===== src/ldcf_pkg.sv =====
// Package for the lens driver command framer: frame tag characters, the
// microcode control word, the microprogram ROM and the CRC-16/ARC byte update.
// No dependencies; imported by lens_driver_command_framer, ldcf_checker and tb.
`default_nettype none

package ldcf_pkg;

    // Widths fixed by the command fields
    localparam int OP_W    = 2;
    localparam int CUR_W   = 16;
    localparam int GAIN_W  = 24;
    localparam int FREQ_W  = 32;
    localparam int MAG_W   = CUR_W + 1;
    localparam int PROD_W  = MAG_W + GAIN_W;
    localparam int SHIFT   = 22;
    localparam int Q_W     = PROD_W - SHIFT + 1;
    localparam int PC_W    = 6;

    localparam logic [GAIN_W-1:0] GAIN_RESET = 24'd916663;
    localparam logic [15:0]       CRC_POLY   = 16'hA001;

    // Command opcodes
    localparam logic [OP_W-1:0] OP_SINE   = 2'd0;
    localparam logic [OP_W-1:0] OP_CUR    = 2'd1;
    localparam logic [OP_W-1:0] OP_MINMAX = 2'd2;
    localparam logic [OP_W-1:0] OP_FREQ   = 2'd3;

    // ASCII tag characters
    localparam logic [7:0] CH_M = 8'h4D;
    localparam logic [7:0] CH_W = 8'h77;
    localparam logic [7:0] CH_S = 8'h53;
    localparam logic [7:0] CH_A = 8'h41;
    localparam logic [7:0] CH_P = 8'h50;
    localparam logic [7:0] CH_L = 8'h4C;
    localparam logic [7:0] CH_U = 8'h55;
    localparam logic [7:0] CH_F = 8'h46;
    localparam logic [7:0] CH_0 = 8'h00;

    // Program entry points
    localparam logic [PC_W-1:0] PC_SINE   = 6'd0;
    localparam logic [PC_W-1:0] PC_CUR    = 6'd6;
    localparam logic [PC_W-1:0] PC_MINMAX = 6'd14;
    localparam logic [PC_W-1:0] PC_FREQ   = 6'd38;
    localparam logic [PC_W-1:0] PC_REJ    = 6'd49;

    typedef enum logic {
        SEQ_IDLE,
        SEQ_RUN
    } seq_state_t;

    // Byte source select
    typedef enum logic [3:0] {
        SRC_LIT,
        SRC_CODEH,
        SRC_CODEL,
        SRC_CRCL,
        SRC_CRCH,
        SRC_FRQ3,
        SRC_FRQ2,
        SRC_FRQ1,
        SRC_FRQ0
    } src_t;

    // Multiplier operand select
    typedef enum logic [1:0] {
        MUL_NONE,
        MUL_A,
        MUL_B
    } mul_t;

    typedef struct packed {
        logic            emit;
        src_t            src;
        logic [7:0]      lit;
        logic            crc_upd;
        logic            crc_clr;
        logic            last;
        logic            rej;
        logic            set_sine;
        mul_t            mul;
        logic            code_ld;
        logic            jmp_nosine;
        logic [PC_W-1:0] target;
        logic            done;
    } ctrl_t;

    localparam ctrl_t CTRL_NOP = '{
        emit: 1'b0, src: SRC_LIT, lit: 8'h00, crc_upd: 1'b0, crc_clr: 1'b0,
        last: 1'b0, rej: 1'b0, set_sine: 1'b0, mul: MUL_NONE, code_ld: 1'b0,
        jmp_nosine: 1'b0, target: '0, done: 1'b0
    };

    // Body byte from a literal; clr marks the first byte of a frame
    function automatic ctrl_t u_chr(input logic [7:0] ch, input logic clr);
        ctrl_t c;
        c         = CTRL_NOP;
        c.emit    = 1'b1;
        c.src     = SRC_LIT;
        c.lit     = ch;
        c.crc_upd = 1'b1;
        c.crc_clr = clr;
        return c;
    endfunction

    // Byte from a datapath source; CRC bytes do not feed the CRC
    function automatic ctrl_t u_src(input src_t s);
        ctrl_t c;
        c         = CTRL_NOP;
        c.emit    = 1'b1;
        c.src     = s;
        c.crc_upd = (s != SRC_CRCL) && (s != SRC_CRCH);
        return c;
    endfunction

    // Final CRC byte of a command
    function automatic ctrl_t u_crch_end(input logic sine);
        ctrl_t c;
        c          = u_src(SRC_CRCH);
        c.last     = 1'b1;
        c.done     = 1'b1;
        c.set_sine = sine;
        return c;
    endfunction

    function automatic ctrl_t u_mul(input mul_t m, input logic chk);
        ctrl_t c;
        c            = CTRL_NOP;
        c.mul        = m;
        c.jmp_nosine = chk;
        c.target     = PC_REJ;
        return c;
    endfunction

    function automatic ctrl_t u_code();
        ctrl_t c;
        c         = CTRL_NOP;
        c.code_ld = 1'b1;
        return c;
    endfunction

    // Microprogram ROM
    function automatic ctrl_t ucode_rom(input logic [PC_W-1:0] pc);
        ctrl_t c;
        c = CTRL_NOP;
        case (pc)
            // sine mode frame
            6'd0:  c = u_chr(CH_M, 1'b1);
            6'd1:  c = u_chr(CH_W, 1'b0);
            6'd2:  c = u_chr(CH_S, 1'b0);
            6'd3:  c = u_chr(CH_A, 1'b0);
            6'd4:  c = u_src(SRC_CRCL);
            6'd5:  c = u_crch_end(1'b1);
            // current frame
            6'd6:  c = u_mul(MUL_A, 1'b0);
            6'd7:  c = u_code();
            6'd8:  c = u_chr(CH_A, 1'b1);
            6'd9:  c = u_chr(CH_W, 1'b0);
            6'd10: c = u_src(SRC_CODEH);
            6'd11: c = u_src(SRC_CODEL);
            6'd12: c = u_src(SRC_CRCL);
            6'd13: c = u_crch_end(1'b0);
            // min/max: lower frame, then upper frame
            6'd14: c = u_mul(MUL_A, 1'b1);
            6'd15: c = u_code();
            6'd16: c = u_chr(CH_P, 1'b1);
            6'd17: c = u_chr(CH_W, 1'b0);
            6'd18: c = u_chr(CH_L, 1'b0);
            6'd19: c = u_chr(CH_A, 1'b0);
            6'd20: c = u_src(SRC_CODEH);
            6'd21: c = u_src(SRC_CODEL);
            6'd22: c = u_chr(CH_0, 1'b0);
            6'd23: c = u_chr(CH_0, 1'b0);
            6'd24: c = u_src(SRC_CRCL);
            6'd25: c = u_src(SRC_CRCH);
            6'd26: c = u_mul(MUL_B, 1'b0);
            6'd27: c = u_code();
            6'd28: c = u_chr(CH_P, 1'b1);
            6'd29: c = u_chr(CH_W, 1'b0);
            6'd30: c = u_chr(CH_U, 1'b0);
            6'd31: c = u_chr(CH_A, 1'b0);
            6'd32: c = u_src(SRC_CODEH);
            6'd33: c = u_src(SRC_CODEL);
            6'd34: c = u_chr(CH_0, 1'b0);
            6'd35: c = u_chr(CH_0, 1'b0);
            6'd36: c = u_src(SRC_CRCL);
            6'd37: c = u_crch_end(1'b0);
            // frequency frame
            6'd38: c = u_mul(MUL_NONE, 1'b1);
            6'd39: c = u_chr(CH_P, 1'b1);
            6'd40: c = u_chr(CH_W, 1'b0);
            6'd41: c = u_chr(CH_F, 1'b0);
            6'd42: c = u_chr(CH_A, 1'b0);
            6'd43: c = u_src(SRC_FRQ3);
            6'd44: c = u_src(SRC_FRQ2);
            6'd45: c = u_src(SRC_FRQ1);
            6'd46: c = u_src(SRC_FRQ0);
            6'd47: c = u_src(SRC_CRCL);
            6'd48: c = u_crch_end(1'b0);
            // refused command: one zero byte
            6'd49:
            begin
                c      = u_chr(CH_0, 1'b0);
                c.last = 1'b1;
                c.rej  = 1'b1;
                c.done = 1'b1;
            end
            default:
            begin
                c      = CTRL_NOP;
                c.done = 1'b1;
            end
        endcase
        return c;
    endfunction

    function automatic logic [PC_W-1:0] entry_pc(input logic [OP_W-1:0] op);
        logic [PC_W-1:0] pc;
        case (op)
            OP_SINE:   pc = PC_SINE;
            OP_CUR:    pc = PC_CUR;
            OP_MINMAX: pc = PC_MINMAX;
            OP_FREQ:   pc = PC_FREQ;
            default:   pc = PC_REJ;
        endcase
        return pc;
    endfunction

    // CRC-16/ARC, reflected, one byte
    function automatic logic [15:0] crc_byte(input logic [15:0] crc_in,
                                             input logic [7:0] data);
        logic [15:0] c;
        c = crc_in ^ {8'h00, data};
        for (int i = 0; i < 8; i++)
        begin
            c = c[0] ? ((c >> 1) ^ CRC_POLY) : (c >> 1);
        end
        return c;
    endfunction

endpackage

`default_nettype wire


===== src/lens_driver_command_framer.sv =====
// Lens driver command framer top level: microcoded sequencer, gain multiplier,
// CRC-16/ARC and the output byte register. Depends on ldcf_pkg.
//
// Usage: a command is a transfer on in_valid/in_ready carrying opcode,
// current_first, current_second and freq_millihertz. The block turns it into
// frame bytes, one transfer each on out_valid/out_ready, with last_byte set
// on the final byte and rejected set on the single zero byte of a refused
// min/max or frequency command (sine mode off).
// One command is handled at a time: in_ready is high only while the sequencer
// is idle. Byte steps wait for room in the output register. The microprogram
// of a command has 6 (sine), 8 (current), 24 (min/max), 11 (frequency) or
// 2 (refused) steps. The sine program opens with its first byte; frequency
// and refused commands first pass a sine mode check step, current and min/max
// a multiply step and a code step before the frame of each code.
// A stalled receiver holds the step counter at a byte step; no byte is lost
// or repeated.
// cfg_wr_en writes current_gain; change it only while idle.
// Reset clears the sequencer, the output valid flag and the sine mode flag,
// and loads current_gain with 916663.
`default_nettype none

module lens_driver_command_framer (
    input  wire logic                         clk,
    input  wire logic                         rst_n,
    input  wire logic                         in_valid,
    output logic                              in_ready,
    input  wire logic [ldcf_pkg::OP_W-1:0]    opcode,
    input  wire logic signed [ldcf_pkg::CUR_W-1:0] current_first,
    input  wire logic signed [ldcf_pkg::CUR_W-1:0] current_second,
    input  wire logic [ldcf_pkg::FREQ_W-1:0]  freq_millihertz,
    output logic                              out_valid,
    input  wire logic                         out_ready,
    output logic [7:0]                        tx_byte,
    output logic                              last_byte,
    output logic                              rejected,
    input  wire logic                         cfg_wr_en,
    input  wire logic [ldcf_pkg::GAIN_W-1:0]  cfg_wr_data
);
    import ldcf_pkg::*;

    seq_state_t                state_reg, state_next;
    logic [PC_W-1:0]           pc_reg, pc_next;
    logic                      sine_reg, sine_next;
    logic [GAIN_W-1:0]         gain_reg;
    logic signed [CUR_W-1:0]   a_reg, b_reg;
    logic [FREQ_W-1:0]         freq_reg;
    logic [PROD_W-1:0]         prod_reg;
    logic                      neg_reg;
    logic [15:0]               code_reg;
    logic [15:0]               crc_reg, crc_next;
    logic                      out_valid_reg, out_valid_next;
    logic [7:0]                out_byte_reg;
    logic                      out_last_reg, out_rej_reg;

    ctrl_t                     ctrl;
    logic                      room;
    logic                      go;
    logic                      accept;
    logic                      swap;
    logic [7:0]                byte_sel;
    logic signed [CUR_W-1:0]   mul_op;
    logic                      mul_neg;
    logic [MAG_W-1:0]          mul_mag;
    logic [Q_W-1:0]            q_val;
    logic [15:0]               code_val;

    assign ctrl      = ucode_rom(pc_reg);
    assign room      = !out_valid_reg || out_ready;
    assign go        = (state_reg == SEQ_RUN) && (!ctrl.emit || room);
    assign in_ready  = (state_reg == SEQ_IDLE);
    assign accept    = in_valid && in_ready;
    assign swap      = (opcode == OP_MINMAX) && (current_second > current_first);

    assign out_valid = out_valid_reg;
    assign tx_byte   = out_byte_reg;
    assign last_byte = out_last_reg;
    assign rejected  = out_rej_reg;

    // Byte source mux
    always_comb
    begin
        case (ctrl.src)
            SRC_LIT:   byte_sel = ctrl.lit;
            SRC_CODEH: byte_sel = code_reg[15:8];
            SRC_CODEL: byte_sel = code_reg[7:0];
            SRC_CRCL:  byte_sel = crc_reg[7:0];
            SRC_CRCH:  byte_sel = crc_reg[15:8];
            SRC_FRQ3:  byte_sel = freq_reg[31:24];
            SRC_FRQ2:  byte_sel = freq_reg[23:16];
            SRC_FRQ1:  byte_sel = freq_reg[15:8];
            SRC_FRQ0:  byte_sel = freq_reg[7:0];
            default:   byte_sel = 8'h00;
        endcase
    end

    // Multiplier operand: magnitude and sign
    assign mul_op  = (ctrl.mul == MUL_B) ? b_reg : a_reg;
    assign mul_neg = mul_op[CUR_W-1];
    assign mul_mag = mul_neg ? (MAG_W'(0) - {mul_op[CUR_W-1], mul_op})
                             : {1'b0, mul_op};

    // Round half away from zero, then saturate
    assign q_val = {1'b0, prod_reg[PROD_W-1:SHIFT]} + Q_W'(prod_reg[SHIFT-1]);
    always_comb
    begin
        if (neg_reg)
        begin
            if (q_val > Q_W'(32768))
                code_val = 16'h8000;
            else
                code_val = 16'(Q_W'(0) - q_val);
        end
        else
        begin
            if (q_val > Q_W'(32767))
                code_val = 16'h7FFF;
            else
                code_val = q_val[15:0];
        end
    end

    // CRC update on body bytes
    always_comb
    begin
        crc_next = crc_reg;
        if (go && ctrl.emit && ctrl.crc_upd)
            crc_next = crc_byte(ctrl.crc_clr ? 16'h0000 : crc_reg, byte_sel);
    end

    // Sequencer: state, step counter, jumps
    always_comb
    begin
        state_next = state_reg;
        pc_next    = pc_reg;
        sine_next  = sine_reg;
        case (state_reg)
            SEQ_IDLE:
            begin
                if (accept)
                begin
                    state_next = SEQ_RUN;
                    pc_next    = entry_pc(opcode);
                end
            end
            SEQ_RUN:
            begin
                if (go)
                begin
                    if (ctrl.set_sine)
                        sine_next = 1'b1;
                    if (ctrl.done)
                        state_next = SEQ_IDLE;
                    else if (ctrl.jmp_nosine && !sine_reg)
                        pc_next = ctrl.target;
                    else
                        pc_next = pc_reg + 1'b1;
                end
            end
            default:
            begin
                state_next = SEQ_IDLE;
            end
        endcase
    end

    // Output register valid
    always_comb
    begin
        out_valid_next = out_valid_reg;
        if (go && ctrl.emit)
            out_valid_next = 1'b1;
        else if (out_ready)
            out_valid_next = 1'b0;
    end

    // Control registers
    always_ff @(posedge clk or negedge rst_n)
    begin
        if (!rst_n)
        begin
            state_reg     <= SEQ_IDLE;
            pc_reg        <= '0;
            sine_reg      <= 1'b0;
            out_valid_reg <= 1'b0;
            gain_reg      <= GAIN_RESET;
        end
        else
        begin
            state_reg     <= state_next;
            pc_reg        <= pc_next;
            sine_reg      <= sine_next;
            out_valid_reg <= out_valid_next;
            if (cfg_wr_en)
                gain_reg <= cfg_wr_data;
        end
    end

    // Datapath registers
    always_ff @(posedge clk)
    begin
        if (accept)
        begin
            a_reg    <= swap ? current_first : ((opcode == OP_MINMAX) ? current_second
                                                                     : current_first);
            b_reg    <= swap ? current_second : current_first;
            freq_reg <= freq_millihertz;
        end
        if (go && (ctrl.mul != MUL_NONE))
        begin
            prod_reg <= PROD_W'(mul_mag) * PROD_W'(gain_reg);
            neg_reg  <= mul_neg;
        end
        if (go && ctrl.code_ld)
            code_reg <= code_val;
        crc_reg <= crc_next;
        if (go && ctrl.emit)
        begin
            out_byte_reg <= byte_sel;
            out_last_reg <= ctrl.last;
            out_rej_reg  <= ctrl.rej;
        end
    end

endmodule

`default_nettype wire


===== config.mk =====
export PLATFORM = sky130hd
export DESIGN_NAME = lens_driver_command_framer
export DESIGN_NICKNAME = d
export VERILOG_FILES = /design/src/ldcf_pkg.sv /design/src/lens_driver_command_framer.sv
export SDC_FILE = /design/constraint.sdc
export NUM_CORES = 1
export LEC_CHECK = 0
export BUFFER_PORTS_ARGS = -buffer_cell sky130_fd_sc_hd__buf_2
export CORE_MARGIN = 4
export CORE_UTILIZATION = 54
export DETAILED_ROUTE_END_ITERATION = 8
export MAX_ROUTING_LAYER = met4
export PLACE_DENSITY = 0.83
export SLEW_MARGIN = 20
export SYNTH_ARGS = -nofsm -noshare
export SYNTH_HDL_FRONTEND = slang
export SYNTH_SLANG_ARGS = --single-unit

===== constraint.sdc =====
create_clock -name clk -period 7.89 [get_ports clk]
set_clock_uncertainty 0.1 [all_clocks]
set_input_delay 0.789 -clock clk [delete_from_list [all_inputs] [get_ports clk]]
set_output_delay 0.789 -clock clk [all_outputs]
set_load 0.01 [all_outputs]

# == Word level (Yosys, flattened, before mapping) ==
# Memory sizes are Yosys's and may differ from the RTL's.
# Index checks and enable logic that the tools add are counted.
# word_totals
reg_bits,181
romBits,1600
output_inout_bits,12
mem_count,1
# classes
addsub,4
mul,1
magnitude_cmp,3
eq_ne,15
muxes,30
bitwise_logic,10
n_reduce_logical,19
# mem_list
memory,depth,width,rd,rd_ports_with_merged_regs,write_ports,line_no,source
(name not given),64,25,1,0,0,ldcf_pkg.sv:145,case (pc)
# op_table
cell,n
16-bit two-way mux,15
8-bit one-hot mux with 9 select lines,1
17-bit by 24-bit multiplier with 41-bit output,1
6-bit two-way mux,4
2-bit inverter with 3-bit output,8
6-bit one-hot mux with 4 select lines,1
19-bit by 1-bit adder with 20-bit output,1
20-bit by 15-bit greater-than comparator with 1-bit output (second input constant),1
20-bit by 16-bit greater-than comparator with 1-bit output (second input constant),1
17-bit two-way mux,1
1-bit by 16-bit subtractor with 17-bit output (first input constant),1
4-bit by 3-bit == test with 1-bit output (second input constant),4
16-bit greater-than comparator,1
1-bit by 16-bit subtractor with 16-bit output (first input constant),1
16-bit by 8-bit bitwise XOR with 16-bit output,1
14-bit two-way mux,1
6-bit one-hot mux with 2 select lines,1
4-bit by 2-bit == test with 1-bit output (second input constant),2
1-bit logical AND,8
6-bit by 1-bit adder with 6-bit output (second input constant),1
2-bit == test (second input constant),3
3-bit AND reduction,2
1-bit two-way mux,5
4-bit by 1-bit == test with 1-bit output (second input constant),1
11 further kinds,16

# == Depth between registers and ports, before layout ==
# Gate-level depths: netlist of the first run.
# An unclocked memory read counts as a cell.
# logic_depth
ltp_word,20
ltp_mapped,35

# == Worst setup path after synthesis of the first run ==
# No wires, ideal clock.
# synth_timing
path_type,register to register
start,register pc_reg[2]
end,"register prod_reg[32], data pin"
t_arrival_ns,8.323
t_required_ns,7.527
path_slack_ns,-0.797
path_stages_with_launch,34
cell_sequence,dfrtp_1 buf_6 and4bb_1 nand2_1 buf_1 mux2i_1 clkbuf_1 nor2_1 xnor2_1 clkbuf_1 nand2_1 fa_1 inv_1 fa_1 inv_1 fa_1 inv_1 fa_1 fa_1 inv_1 fa_1 inv_1 ha_1 a21o_1 a21o_1 a21o_1 a211oi_1 o221ai_1 o311ai_0 nand2_1 a31o_2 a21oi_1 nand2b_1 a21oi_1
# synth_between
elab_chain_cells,6
# synth_rtl
element,line_no,source
from (decl),lens_driver_command_framer.sv:42,"logic [PC_W-1:0] pc_reg, pc_next;"
from (signal assigned),lens_driver_command_framer.sv:190,pc_reg <= pc_next;
memory read 64 x 25 bit *,-,
2-bit == test *,lens_driver_command_framer.sv:97,assign mul_op = (ctrl.mul == MUL_B) ? b_reg : a_reg;
16-bit two-way mux *,lens_driver_command_framer.sv:97,
1-bit by 16-bit subtractor with 17-bit output,lens_driver_command_framer.sv:99,"assign mul_mag = mul_neg ? (MAG_W'(0) - {mul_op[CUR_W-1], mul_op})"
17-bit two-way mux *,lens_driver_command_framer.sv:99,
17-bit by 24-bit multiplier with 41-bit output *,lens_driver_command_framer.sv:210,prod_reg <= PROD_W'(mul_mag) * PROD_W'(gain_reg);
to (signal assigned),lens_driver_command_framer.sv:210,
to (decl),lens_driver_command_framer.sv:47,logic [PROD_W-1:0] prod_reg;
# Mark *: on every way between the ends. The rest lies on a longest branch, timed or not.
# A chain may end at the register's enable or synchronous reset.

# == Final worst setup path of the first run ==
# layout_timing
start,register pc_reg[2]
end,"register prod_reg[37], data pin"
# Same word-level chain as after synthesis.

==> results of run 1 <==
[final cells by class]
type | instances | area (um^2) | area share [%]
flip-flops and latches | 160 | 4660 | 18.9
well taps | 518 | 648 | 2.63
multi-input cells | 1522 | 15400 | 62.5
inverters | 420 | 1580 | 6.40
clock inverters | 15 | 180 | 0.730
repair buffers | 252 | 1740 | 7.04
diodes | 4 | 10.0 | 0.0406
clock buffers | 17 | 425 | 1.72
[routing by layer]
metal  GRT usage (%)  part of all wire (%)  up-vias
met5               -                     0        -
met4            11.4                   4.0        0
met3            5.22                   8.7      163
met2            43.1                    48      761
met1            35.4                    39     8170
li1                -                     -     7279
[placed cells by master (no fill, tap or decap), drive strengths merged, types with 6 or more instances in the layout]
cell	Yosys	final
inv	420	424
fa	327	327
nand2	315	315
buf	17	251
ha	148	148
and2	139	139
edfxtp	127	127
mux2	58	58
a21oi	54	54
nor2	48	48
o21ai	44	44
xnor2	41	41
mux2i	32	33
nand3	30	30
xor2	29	29
conb	2	24
a21o	23	23
clkbuf	81	18
dfrtp	18	18
and3	16	16
a22oi	15	15
dfstp	15	15
nor3	15	15
nor2b	13	13
nand4	12	12
nand2b	11	11
a31oi	11	11
a211oi	10	10
o21a	9	9
clkinv	0	8
o211ai	7	7
a32oi	6	6
[repair_timing]
item	in CTS	in global routing
buffers inserted	14	19
cloned	1	1
pin swaps	34	36
resized for setup	59	49
endpoints found under the setup margin	18	18
[kinds of logic (layout without fill, tap and decap cells)]
family                   after synthesis  after routing  share of synthesized area (%)
AND/OR/NAND/NOR                      632            632                           14.4
buffers and inverters                518            704                           9.32
adder cells (fa/ha/maj)              475            475                           39.4
AO/OA/AOI/OAI                        227            227                           7.18
flip-flops                           160            160                           21.8
multiplexers                          90             91                           4.56
XOR/XNOR                              73             73                           3.24
other                                  2             28                         0.0352
[metrics by stage]
step                      worst slack, ns  hold slack, ns  setup TNS (ns)  utilization (%)  instance area [um^2]
after floorplan                   -0.0174           0.333         -0.0174                -                 21600
after global placement             -0.271           0.354           -1.94             60.0                 23300
after detailed placement           -0.510           0.359           -5.00             60.0                 23300
after CTS                          -0.105           0.373          -0.683             62.6                 24300
after global routing               -0.531           0.395           -6.59             63.5                 24700
final                              -0.283           0.367           -2.44             63.5                 24700
[how the worst max path moves through the flow]
stage	endpoint	depth (start not counted)
floorplan	prod_reg[40]	31
global placement	prod_reg[40]	31
detailed placement	prod_reg[40]	31
CTS	prod_reg[40]	28
global route	prod_reg[37]	32
finish	prod_reg[37]	33
==> impl_metrics.json, run 1 <==
{
  "status": "complete, but fails checks",
  "violations": "negative setup slack",
  "finalWeightedCongestion": 0.926,
  "synth_edf_count": 127,
  "synthArstFlopShare_pct": 20.6,
  "yosys.area.top_type": "fa_1",
  "grt.total_usage_pct": 27.4,
  "cp_data_required_time_ns": 7.99,
  "crit_start": "pc_reg[2]",
  "synth.avg_cell_area_um2": 9.80,
  "hold_viol_final": 0,
  "cp_slowest_cell": "fa_1",
  "antenna_found_initial": 2,
  "cts.clk_slew.worst_paths_ns": 0.07,
  "cp_num_buf_inv": 10,
  "wl_mm": 55.6,
  "worst_slack_ns": -0.283,
  "die_w_um": 207,
  "vias": 16373,
  "cp.arrival_ns": 8.28,
  "ant_nets": 0,
  "worstPathMaxFanout": 6,
  "worstMarginPinSlew_ns": 0.943,
  "drc": 0,
  "min_period_ns": 8.17,
  "worstSkewPairLatency_ns": 0.45,
  "grt_pass1_vias": 17655,
  "io_buffers": 106,
  "synth-seq-area-share_pct": 21.8,
  "ioPinCount": 107,
  "place_hpwl_mm": 42.1,
  "rows": 72,
  "numPlacedInstances": 2840,
  "start_kind": "flop",
  "grt_overflow": 0,
  "ys_top_cells_by_count": "inv_1 (420), fa_1 (327), nand2_1 (314)",
  "htreeDepth": 4,
  "fmax_mhz": 122,
  "worstSetupEndpointType": "flop",
  "drv_slew": 0,
  "ys_top_cells_by_area": "fa_1 (31%), edfxtp_1 (18%), ha_1 (8.7%)",
  "yosysMostFrequentCell": "inv_1",
  "grt_pass1_wl_mm": 89.4,
  "ys_types": 85,
  "cpPeakStageDelay_ns": 0.52,
  "nets": 2943,
  "largest_reg_flops": 32,
  "grt_start_max_net_pins": 67,
  "via_per_inst": 5.63,
  "hold_class": "in -> async",
  "synth-seq-cells": 160,
  "finalNonFillerCells": 2908,
  "r2r-end": "prod_reg[37]",
  "rsz0062_at_grt": "yes",
  "maxCapViolations": 0,
  "cts_made_buffers": 17,
  "synthCells": 2177,
  "cp_common_cell": "fa_1",
  "ys_warn_count": 0,
  "tritoncts": "yes",
  "cts-root-buf": "clkbuf_16",
  "maxSlewHeadroom_pct": 37.1,
  "drtIter0Drc": 1452,
  "synthFlopType": "edfxtp_1",
  "syn_area_um2": 21300,
  "r2r_start": "pc_reg[2]",
  "core_area_um2": 38800,
  "crit_family": "adder cells",
  "yosysTopAreaCellShare_pct": 30.7,
  "fillers": 2880,
  "rr_worst_depth": 33,
  "timing.final.crit_share_pct": 104,
  "start_util_pct": 54.9,
  "die_height_um": 207,
  "wire_per_inst_um": 19.1,
  "first_pass_iters": 6,
  "holdBufCountCts": 0,
  "regToRegSetupSlack_ns": -0.28,
  "dieArea_um2": 42700,
  "cts.path.max_buffers": 2,
  "area_growth_pct": 15.7,
  "drive_above_1_share_pct": 20.2,
  "clock_sinks": 160,
  "setup_violations": 15,
  "critPathKind": "reg -> reg"
}
Power of run 1 is not shown: default switching activity piles up to over one toggle a cycle in this logic, so the estimate is an artifact.
==> run 2: changes to the inputs <==
--- a/config.mk
+++ b/config.mk
@@ -8,8 +8,8 @@
 export BUFFER_PORTS_ARGS = -buffer_cell sky130_fd_sc_hd__buf_2
 export CORE_MARGIN = 4
-export CORE_UTILIZATION = 54
+export CORE_UTILIZATION = 58
 export DETAILED_ROUTE_END_ITERATION = 8
 export MAX_ROUTING_LAYER = met4
-export PLACE_DENSITY = 0.83
+export PLACE_DENSITY = 0.88
 export SLEW_MARGIN = 20
 export SYNTH_ARGS = -nofsm -noshare
--- a/constraint.sdc
+++ b/constraint.sdc
@@ -3,3 +3,3 @@
 set_input_delay 0.789 -clock clk [delete_from_list [all_inputs] [get_ports clk]]
 set_output_delay 0.789 -clock clk [all_outputs]
-set_load 0.01 [all_outputs]
+set_load 0.005 [all_outputs]
==> run 2 against run 1 <==
  * The run still ends with negative setup slack left
  * Worst setup slack worse by 0.22 ns
  * Critical path depth unchanged
  * Cell count down 2.2%
  * Register-to-register slack worse by 0.22 ns
==> impl_metrics.json, run 2 (synthesis gave the netlist of run 1 again) <==
{
  "htreeDepth": 4,
  "cp_common_cell": "fa_1",
  "drv_slew": 0,
  "dieArea_um2": 39900,
  "min_period_ns": 8.39,
  "layout_common_cells": "inv_1 (410), fa_1 (321), nand2_1 (303), ha_1 (140), buf_4 (132)",
  "area_growth_pct": 14.6,
  "clock_sinks": 160,
  "drc": 0,
  "layout_commonest_cell": "inv_1",
  "die_height_um": 200,
  "critPathKind": "reg -> reg",
  "route.met2.wl_mm": 28.9,
  "grt_pass1_vias": 18106,
  "vias": 17147,
  "hold_class": "in -> async",
  "setup_violations": 19,
  "worstPathMaxFanout": 5,
  "ioPinCount": 107,
  "worstSkewPairLatency_ns": 0.44,
  "maxSlewHeadroom_pct": 37.0,
  "hold_viol_final": 0,
  "grt_overflow": 0,
  "violations": "negative setup slack",
  "ant_nets": 0,
  "largest_reg_flops": 32,
  "cts-root-buf": "clkbuf_16",
  "drtIter0Drc": 2093,
  "grt_start_max_net_pins": 67,
  "r2r_start": "pc_reg[2]",
  "cpPeakStageDelay_ns": 0.53,
  "io_buffers": 106,
  "worst_slack_ns": -0.502,
  "holdBufCountCts": 0,
  "grt_pass1_wl_mm": 93.2,
  "place_hpwl_mm": 43.3,
  "rows": 69,
  "cp.arrival_ns": 8.48,
  "worstMarginPinSlew_ns": 0.945,
  "start_util_pct": 59.4,
  "dp_slack_ns": -0.566,
  "maxCapViolations": 0,
  "core_area_um2": 35900,
  "cts.clk_slew.worst_paths_ns": 0.08,
  "antenna_found_initial": 3,
  "finalNonFillerCells": 2845,
  "wire_per_inst_um": 21.1,
  "timing.final.crit_share_pct": 106,
  "cts.path.max_buffers": 2,
  "cp_slowest_cell": "fa_1",
  "fmax_mhz": 119,
  "status": "complete, but fails checks",
  "drive_above_1_share_pct": 20.1,
  "grt.total_usage_pct": 30.9,
  "cp_data_required_time_ns": 7.98,
  "wl_mm": 60.1,
  "rsz0062_at_grt": "yes",
  "finalWeightedCongestion": 0.944,
  "wl_met1_mm": 21.0,
  "met3_length_mm": 6.52,
  "first_pass_iters": 7,
  "start_kind": "flop",
  "tritoncts": "yes",
  "nets": 2938,
  "crit_start": "pc_reg[2]",
  "numPlacedInstances": 2783,
  "worstSetupEndpointType": "flop",
  "cts_made_buffers": 17,
  "die_w_um": 200,
  "via_per_inst": 6.03,
  "top_layer": "met4"
}
==> run 2: cell count changes in the layout (fill, tap and decap cells not counted), sizes merged <==
cell      previous run  this run
inv                424       427
diode                4         3
mux2i               33        32
clkinvlp             1         2
bufinv               2         0
clkbuf              18        19
clkinv               8         4
buf                251       248
==> run 2: area by class of cell <==
type	instances	area [um^2]
antenna	3	7.51
timing repair buffer	248	1650
clock buffer	19	433
sequential	160	4660
fill	2406	11500
clock inverter	13	123
multi-input combinational	1521	15400
inverter	420	1580
tap	461	577
==> run 2: worst paths after layout <==
kind / end / slack (ns) / depth (start not counted)
worst min register to register: sine_reg / 0.42 / 1
max in group asynchronous: pc_reg[2] / 6.71 / 1
worst max-delay path: prod_reg[38] / -0.50 / 33
worst max register to register: prod_reg[38] / -0.50 / 33
worst min-delay path: state_reg / 0.37 / 1
min in group clk: freq_reg[29] / 0.42 / 1
==> run 2: per-layer routing <==
layer,vias up,track usage [%]
met3,331,6.61
met4,0,15.9
li1,7259,-
met5,-,-
met1,8374,37.4
met2,1183,49.1
==> run 2: critical path: cells and delay by family (launching register included) <==
kind / cells / cell delay [ns]
buffers and inverters: 7 / 0.78
muxes: 1 / 0.34
DFF: 1 / 0.41
xor gates and xnor gates: 2 / 0.39
AOI/OAI and AO/OA: 7 / 1.44
and+or+nand+nor: 9 / 1.58
adders and majority gates: 7 / 3.06
==> run 2: through the flow <==
stage               cell area, um^2  hold slack, ns  setup TNS (ns)  util [%]
floorplan                     21600           0.333         -0.0174         -
global placement              23200           0.353           -1.68      64.5
detailed placement            23200           0.392           -6.66      64.6
CTS                           24200           0.369           -2.70      67.3
global route                  24400           0.409          -10.21      68.0
finish                        24400           0.373           -7.04      68.0
==> run 2: repair_timing <==
item,in CTS,in global routing
buffers inserted,13,17
resized for setup,71,38
pin swaps,37,29
setup endpoints to repair,19,20
Power of run 2 is left out for the same reason.
==> run 3: changes to the inputs <==
--- a/config.mk
+++ b/config.mk
@@ -8,8 +8,8 @@
 export BUFFER_PORTS_ARGS = -buffer_cell sky130_fd_sc_hd__buf_2
 export CORE_MARGIN = 4
-export CORE_UTILIZATION = 58
+export CORE_UTILIZATION = 55
 export DETAILED_ROUTE_END_ITERATION = 8
 export MAX_ROUTING_LAYER = met4
-export PLACE_DENSITY = 0.88
+export PLACE_DENSITY = 0.85
 export SLEW_MARGIN = 20
 export SYNTH_ARGS = -nofsm -noshare
==> constraint.sdc (replaced) <==
create_clock -name clk -period 7.89 [get_ports clk]
set_clock_uncertainty 0.1 [all_clocks]
set_input_delay 0.789 -clock clk [delete_from_list [all_inputs] [get_ports clk]]
set_output_delay 0.789 -clock clk [all_outputs]
set_load 0.05 [all_outputs]
==> run 3 against run 2 <==
  * The run still ends with negative setup slack left
  * Non-clock buffer count did not move
  * Die area rose by 5.2%
  * Flip-flop and latch count did not move
  * Via count fell by 0.41%
  * Critical path type unchanged
  * Critical endpoint is now prod_reg[37]
  * Highest routed layer unchanged
==> impl_metrics.json, run 3 (synthesis gave the netlist of run 1 again) <==
{
  "grt.total_usage_pct": 28.4,
  "drive_above_1_share_pct": 21.0,
  "worstPathMaxFanout": 6,
  "fin_setup_tns_ns": -7.02,
  "numPlacedInstances": 2833,
  "cts.clk_slew.worst_paths_ns": 0.08,
  "cp.arrival_ns": 8.46,
  "worstSkewPairLatency_ns": 0.45,
  "maxCapViolations": 0,
  "area_growth_pct": 15.9,
  "dieArea_um2": 42000,
  "first_pass_iters": 6,
  "design_area_um2": 24700,
  "violations": "negative setup slack",
  "rr_worst_depth": 30,
  "tritoncts": "yes",
  "worstMarginPinSlew_ns": 0.947,
  "critPathKind": "reg -> reg",
  "cts_made_buffers": 17,
  "r2r_start": "pc_reg[2]",
  "cpPeakStageDelay_ns": 0.59,
  "cp_common_cell": "fa_1",
  "die_height_um": 205,
  "start_kind": "flop",
  "setup.worst_path.end": "prod_reg[37]",
  "finalNonFillerCells": 2896,
  "cp_data_required_time_ns": 7.99,
  "regToRegSetupSlack_ns": -0.47,
  "layout_common_cells": "inv_1 (405), fa_1 (321), nand2_1 (302), ha_1 (138), and2_1 (130)",
  "cp_num_buf_inv": 7,
  "crit_family": "adder cells",
  "vias": 17077,
  "cts-root-buf": "clkbuf_16",
  "antenna_found_initial": 1,
  "timing.final.crit_share_pct": 106,
  "grt_pass1_vias": 17680,
  "rows": 71,
  "drtIter0Drc": 1910,
  "wire_per_inst_um": 20.3,
  "grt_pass1_wl_mm": 91.4,
  "setup_violations": 19,
  "fillers": 2667,
  "area.sequential_um2": 4660,
  "crit_start": "pc_reg[2]",
  "via_per_inst": 5.90,
  "largest_reg_flops": 32,
  "start_util_pct": 56.2,
  "layout_commonest_cell": "inv_1",
  "grt_start_max_net_pins": 67,
  "io_buffers": 106,
  "hold_viol_final": 0,
  "htreeDepth": 4,
  "maxSlewHeadroom_pct": 36.8,
  "min_period_ns": 8.36,
  "die_w_um": 205,
  "place_hpwl_mm": 42.3,
  "finalWeightedCongestion": 0.968,
  "multi_input_area_um2": 15500,
  "worstSetupEndpointType": "flop",
  "fmax_mhz": 120,
  "cp_slowest_cell": "fa_1",
  "path_depth": 30,
  "clock_sinks": 160,
  "ant_nets": 0,
  "ioPinCount": 107,
  "wl_mm": 58.9,
  "drv_slew": 0,
  "grt_overflow": 0,
  "status": "complete, but fails checks",
  "cts.path.max_buffers": 2,
  "drc": 0,
  "worst_slack_ns": -0.468,
  "r2r-end": "prod_reg[37]",
  "rsz0062_at_grt": "yes",
  "hold_class": "in -> async",
  "core_area_um2": 37900,
  "nets": 2938,
  "placed_area_um2": 23300
}
run 3: worst reg2reg max path: cells and delay by family, from the launching register on:
family / cells / cell delay [ns]
flip-flops: 1 / 0.41
buffers and inverters: 7 / 0.79
multiplexers: 1 / 0.20
XOR/XNOR: 2 / 0.30
adder cells (fa/ha/maj): 7 / 3.37
AND/OR/NAND/NOR: 7 / 1.61
AO/OA/AOI/OAI: 6 / 1.33
run 3: cell type report:
cell class | count | share of cell area [%]
diodes | 4 | 0.0405
clock buffers | 17 | 1.72
clock inverters | 15 | 0.673
inverters | 420 | 6.39
multi-input cells | 1521 | 62.7
flip-flops and latches | 160 | 18.8
well taps | 511 | 2.59
repair buffers | 248 | 7.00
run 3: repair_timing:
| action | CTS | global route |
|---|---|---|
| endpoints found under the setup margin | 19 | 19 |
| hold buffers | 0 | 0 |
| gates cloned | 1 | 0 |
| gates resized for setup | 59 | 79 |
| pin swaps | 38 | 28 |
| buffers inserted | 18 | 11 |
run 3: how the worst min path moves through the flow:
stage,startpoint,to,slack [ns]
6_report,rst_n,gain_reg[21],0.35
5_1_grt,freq_millihertz[7],freq_reg[7],0.40
4_1_cts,rst_n,out_valid,0.37
3_5_place_dp,sine_reg,sine_reg,0.38
3_3_place_gp,sine_reg,sine_reg,0.35
2_1_floorplan,sine_reg,sine_reg,0.33
run 3: through the flow:
stage / hold slack [ns] / utilization [%] / setup WS [ns]
floorplan: 0.333 / - / -0.0174
global placement: 0.354 / 61.4 / -0.449
detailed placement: 0.383 / 61.4 / -0.732
CTS: 0.368 / 64.1 / -0.147
global route: 0.400 / 65.2 / -0.628
finish: 0.353 / 65.2 / -0.468
run 3: routing by layer:
metal	routed length (um)	global-route usage, %
met1	21600	36.2
met2	28600	45.2
met3	5550	4.95
met4	3150	12.0
met5	0	-
Power of run 3 is left out for the same reason.
